[config.mk]
export PLATFORM = sky130hd
export DESIGN_NAME = gns_ctrl
export DESIGN_NICKNAME = d
export VERILOG_FILES = /design/src/hw/rtl/graph_neighbor_sampler_core_defines.svh /design/src/hw/rtl/gns_pkg.sv /design/src/hw/rtl/gns_ctrl.sv
export SDC_FILE = /design/constraint.sdc
export NUM_CORES = 1
export LEC_CHECK = 0
export ABC_AREA = 1
export BUFFER_PORTS_ARGS = -buffer_cell sky130_fd_sc_hd__buf_2
export CORE_AREA = 2 2 39 41
export DETAILED_ROUTE_END_ITERATION = 10
export DIE_AREA = 0 0 41 43
export PLACE_DENSITY = 0.47
export SETUP_SLACK_MARGIN = 0.3
export SLEW_MARGIN = 15
export SYNTH_ARGS = -nofsm -noshare
export SYNTH_HDL_FRONTEND = slang
export SYNTH_SLANG_ARGS = --single-unit
[constraint.sdc]
create_clock -name clk -period 1.3 [get_ports clk]
set_input_delay 0.26 -clock clk [delete_from_list [all_inputs] [get_ports clk]]
set_output_delay 0.26 -clock clk [all_outputs]
set_load 0.05 [all_outputs]
[src/hw/rtl/graph_neighbor_sampler_core_defines.svh]
// assertion macros for the neighbor sampler
`ifndef GRAPH_NEIGHBOR_SAMPLER_CORE_DEFINES_SVH
`define GRAPH_NEIGHBOR_SAMPLER_CORE_DEFINES_SVH
// implication checked on every clock edge outside reset
`define GNS_ASSERT_IMP(label, ante, cons) \
  label: assert property (@(posedge clk) disable iff (rst) (ante) |-> (cons)) \
    else $error("assertion failed");
// next-cycle implication outside reset
`define GNS_ASSERT_NEXT(label, ante, cons) \
  label: assert property (@(posedge clk) disable iff (rst) (ante) |=> (cons)) \
    else $error("assertion failed");
`endif

[src/hw/rtl/gns_pkg.sv]
// package: constants, types and state codes of the neighbor sampler
`default_nettype none
package gns_pkg;
  localparam int NODE_COUNT = 65536;
  localparam int EDGE_COUNT = 1048576;
  localparam int MAX_FANOUT = 64;
  localparam int NODE_W = $clog2(NODE_COUNT + 1);
  localparam int OFFS_W = $clog2(EDGE_COUNT + 1);
  localparam int EIDX_W = $clog2(EDGE_COUNT);
  localparam int NADDR_W = $clog2(NODE_COUNT);
  localparam int ID_W = 16;
  localparam int FAN_W = 7;
  localparam int CNT_W = $clog2(MAX_FANOUT + 1);

  localparam logic [1:0] FUNC_OFFSET = 2'd0;
  localparam logic [1:0] FUNC_NEIGHBOR = 2'd1;
  localparam logic [1:0] FUNC_SAMPLE = 2'd2;

  localparam logic CFG_FANOUT = 1'b0;
  localparam logic CFG_SEED = 1'b1;

  typedef enum logic [3:0] {
    ST_IDLE,
    ST_OFF_RD,
    ST_OFF_WAIT,
    ST_LEN,
    ST_RAND,
    ST_MUL,
    ST_RD_A,
    ST_RD_B,
    ST_SWAP,
    ST_EMIT
  } state_t;

  // controller commands to the datapath
  typedef struct packed {
    logic off_rd;     // read both offsets of the seed
    logic calc_len;   // form degree and pick count
    logic rand_step;  // step the generator
    logic mul;        // scale the draw to the range
    logic rd_a;       // read the chosen entry
    logic rd_b;       // read the tail entry
    logic swap;       // write the tail entry into the chosen slot
    logic emit;       // emit one edge and finish the swap
  } dp_cmd_t;

  // datapath status to the controller
  typedef struct packed {
    logic empty;   // degree zero or no pick
    logic full;    // degree at most fanout: no draw
    logic last;    // current pick is the final one
  } dp_stat_t;

  function automatic logic [31:0] xorshift(input logic [31:0] x);
    logic [31:0] y;
    y = x ^ (x << 13);
    y = y ^ (y >> 17);
    y = y ^ (y << 5);
    return y;
  endfunction
endpackage
`default_nettype wire

[src/hw/rtl/gns_ctrl.sv]
// controller state machine of the neighbor sampler
`default_nettype none
module gns_ctrl import gns_pkg::*; (
  input  wire logic     clk,
  input  wire logic     rst,
  input  wire logic     go,
  input  dp_stat_t      stat,
  output dp_cmd_t       cmd,
  output logic          busy
);
  state_t state, state_next;

  // state register
  always_ff @(posedge clk) begin
    if (rst) state <= ST_IDLE;
    else state <= state_next;
  end

  // next state and commands
  always_comb begin
    state_next = state;
    cmd = '0;
    busy = (state != ST_IDLE);
    case (state)
      ST_IDLE: begin
        if (go) begin
          cmd.off_rd = 1'b1;
          state_next = ST_OFF_RD;
        end
      end
      ST_OFF_RD: state_next = ST_OFF_WAIT;
      ST_OFF_WAIT: begin
        cmd.calc_len = 1'b1;
        state_next = ST_LEN;
      end
      ST_LEN: begin
        if (stat.empty) state_next = ST_IDLE;
        else if (stat.full) state_next = ST_RD_A;
        else state_next = ST_RAND;
      end
      ST_RAND: begin
        cmd.rand_step = 1'b1;
        state_next = ST_MUL;
      end
      ST_MUL: begin
        cmd.mul = 1'b1;
        state_next = ST_RD_A;
      end
      ST_RD_A: begin
        cmd.rd_a = 1'b1;
        state_next = ST_RD_B;
      end
      ST_RD_B: begin
        cmd.rd_b = 1'b1;
        if (stat.full) state_next = ST_EMIT;
        else state_next = ST_SWAP;
      end
      ST_SWAP: begin
        cmd.swap = 1'b1;
        state_next = ST_EMIT;
      end
      ST_EMIT: begin
        cmd.emit = 1'b1;
        if (stat.last) state_next = ST_IDLE;
        else if (stat.full) state_next = ST_RD_A;
        else state_next = ST_RAND;
      end
      default: state_next = ST_IDLE;
    endcase
  end
endmodule
`default_nettype wire

# --- Word-level counts from Yosys, hierarchy flattened ---
# Index checks and enable logic that the tools add are counted.
word_totals:
  register_bits: 4
  out_inout_bits: 9
classes:
  reduce_logical: 2
  n_eq_ne: 10
  muxes: 15
op_table:
  columns: ["cell", "count"]
  rows:
  - ["one-hot mux 4 bit (10 select lines)", 1]
  - ["equality test 4 x 3 -> 1 bit, second input constant", 4]
  - ["two-way mux 4 bit", 3]
  - ["two-way mux 1 bit", 10]
  - ["equality test 4 x 2 -> 1 bit, second input constant", 2]
  - ["equality test 4 bit, second input constant", 2]
  - ["equality test 4 x 1 -> 1 bit, second input constant", 1]
  - ["zero test 4 bit", 1]
  - ["nonzero test 4 bit", 1]
  - ["two-way mux 2 bit", 1]
  - ["!= test 2 bit, second input constant", 1]

# --- Depth between registers and ports, before layout ---
logic_depth:
  ltp_word: 3
  mapped_depth: 7

# --- Worst setup path before layout ---
# Ideal clock, no wire load.
synth_path:
  kind: "register to output"
  startpoint: "register state[1]"
  endpoint: "output cmd[0] in the netlist's numbering"
  path_stages_with_launch: 3
  n_path_buf: 1
  required_time_ns: 1.040
  slack_ns: -0.947
  arrival_ns: 1.987
  cell_sequence: "dfxtp_1 > buf_4 > nor4_1"
synth_rtl:
  columns: ["element", "line_no", "rtl"]
  rows:
  - ["from (decl)", "gns_ctrl.sv:11", "state_t state, state_next;"]
  - ["from (signal assigned)", "gns_ctrl.sv:16", "else state <= state_next;"]
  - ["to (decl)", "gns_ctrl.sv:8", "output dp_cmd_t cmd,"]

==> out/metrics.yaml <==
synth_cell_type_count: 17
diodes: 0
routed_wl_um: 1132
top_regs: "state (4)"
tightest_slew_ns: 0.2126
rsz0062_at_grt: "true"
dp_cells: 82
place_hpwl_um: 637.8
finalHoldViolations: 0
fp.dieW_um: 41
synth_top_area_share_pct: 27.59
ctsHoldBuffers: 0
grt.total_usage_pct: 13.88
path_class: "register to primary output"
drive_gt1_share_pct: 81.40
irDropWorstVdd_mv: 0.3330
outcome: "finished, violations left"
first_pass_iters: 4
grt_overflow: 0
core_region_area_um2: 1384
ant_nets: 0
synth_top_area_cell: "dfxtp_1"
final_nets: 93
setup_violations: 9
ys_ff_latch: 4
clk_latency_ns: 0.24
critical_path.startpoint_type: "register"
drc: 0
grt_pass1_vias: 410
ctsHtreeMaxLevel: 1
cts_buffer_depth: 2
start_util_pct: 20.98
syn-cell-area_um2: 290.3
fp-row-count: 14
relSlewSlack_pct: 85.72
fin_util_pct: 61.75
top_register: "state"
syn2layout_area_growth_pct: 194.4
skew_ns: 0.008036
post-place-ws_ns: -0.04187
clockRootBuffer: "clkbuf_4"
crit_required_ns: 1.04
finalSetupTns_ns: -0.7665
leakagePower_uw: 0.0003927
wire_per_inst_um: 11.10
endpoint_kind: "primary output"
yosys_warnings: 0
ios: 15
numCtsBuffers: 3
yosys-top-cells-area: "dfxtp_1, nor2_1, nand2_1"
drtIter0Drc: 4
period_minus_slack_ns: 1.425
power.density_nw_per_um2: 758.5
synth_nets: 53
ys_seq_area_share_pct: 27.59
crit_fanout: 6
final.setup.worst_slack_ns: -0.1250
gp_congestion: 0.7415
io_buffers: 14
route.detailed.vias_per_inst: 4.441
finalCritPeriodShare_pct: 109.6
hold_path_class: "input pin to register"
cts_sinks: 4
dieHeight_um: 43
hold_ws_ns: 0.2056
cap_violations: 0
cts_tree: "yes"
grt_max_degree: 7
slew_viol_final: 0
violations: "negative setup slack"
max_freq_mhz: 701.7
arrival_ns: 1.17
grt_pass1_wl_um: 1642
vias: 453
final_cells: 102
syn_area_per_cell_um2: 6.176
cts.clk_slew.worst_paths_ns: 0.04
antenna_found_initial: 0
synth_cells: 47
dieArea_um2: 1763
nFillCells: 120
largest_reg_flops: 4
-- kinds of logic after synthesis --
family          after synthesis  synth area share (%)
compound gates                5                 11.20
buf+inv                      11                 15.52
flops                         4                 27.59
simple gates                 27                 45.69
-- final timing paths --
kind / from / end / slack, ns / cells after the start
max: state[1] / cmd[7] / -0.13 / 6
min: rst / state[1] / 0.21 / 2
max reg2reg: state[2] / state[0] / 0.12 / 7
min reg2reg: state[3] / state[0] / 0.64 / 3
-- through the flow --
step	area, µm²	power [µW]
after floorplan	399.1	315.5
after global routing	854.6	679.7
after CTS	715.7	604.6
final	854.6	648.2
after global placement	523.0	368.1
after detailed placement	523.0	368.5
-- report_power, final --
part           internal (µW)  switching, µW  total, µW
Sequential               130           19.7        150
Combinational            150            178        328
Clock                    115           54.4        170
-- worst max-delay path, stage by stage (launching register included) --
cell and delay [ns]:
dfxtp_4 0.37, inv_4 0.08, nand2_8 0.07, nor2_4 0.13, inv_6 0.05, nor2_4 0.08, buf_8 0.15
-- area by class of cell --
class | instances | area, µm² | share of cell area, %
well taps | 16 | 20.02 | 2.343
multi-input cells | 32 | 301.5 | 35.29
flip-flops and latches | 4 | 95.09 | 11.13
repair buffers | 36 | 349.1 | 40.85
inverters | 10 | 62.56 | 7.321
clock buffers | 4 | 26.28 | 3.075
-- metal layers --
layer / global-route usage (%) / vias to the layer above / part of all wire, %
met5: 0 / - / 0
met4: 6.000 / 0 / 1.1
met3: 2.094 / 2 / 2.9
met2: 23.75 / 11 / 58
met1: 15.86 / 215 / 38
li1: - / 225 / -
-- what timing repair did --
item / 4_1_cts / 5_1_grt
endpoints found under the setup margin: 12 / 13
hold endpoints to repair: 0 / 0
buffers inserted: 11 / 5
pin swaps: 12 / 8
gates resized for setup: 26 / 26
-- synthesized netlist by cell type --
library cell / number
a21oi_1: 1
nand2_1: 7
nor2_2: 1
nor4_1: 1
o21ai_1: 1
dfxtp_1: 4
inv_1: 6
o21ai_0: 1
buf_4: 1
nor2_4: 1
nor2_1: 9
inv_2: 4
a21oi_2: 2
nand3_1: 3
nor3_2: 1
nor3_1: 1
nand2_2: 3
-- placed cells by master (no fill, tap or decap) --
master,instances
nor3_4,2
clkbuf_4,3
nand2_8,2
nand2_2,3
buf_6,15
clkbuf_1,1
inv_4,2
buf_2,5
buf_12,1
nand2_4,3
nor4_4,1
a21oi_1,1
dfxtp_4,4
nor2_4,7
buf_8,3
nand2_1,2
o21ai_0,1
inv_1,5
nor2_2,1
a21oi_2,2
inv_8,2
o21ai_2,1
nor2_1,3
buf_4,12
nand3_1,3
inv_6,1
(Power assumes the default switching activity.)
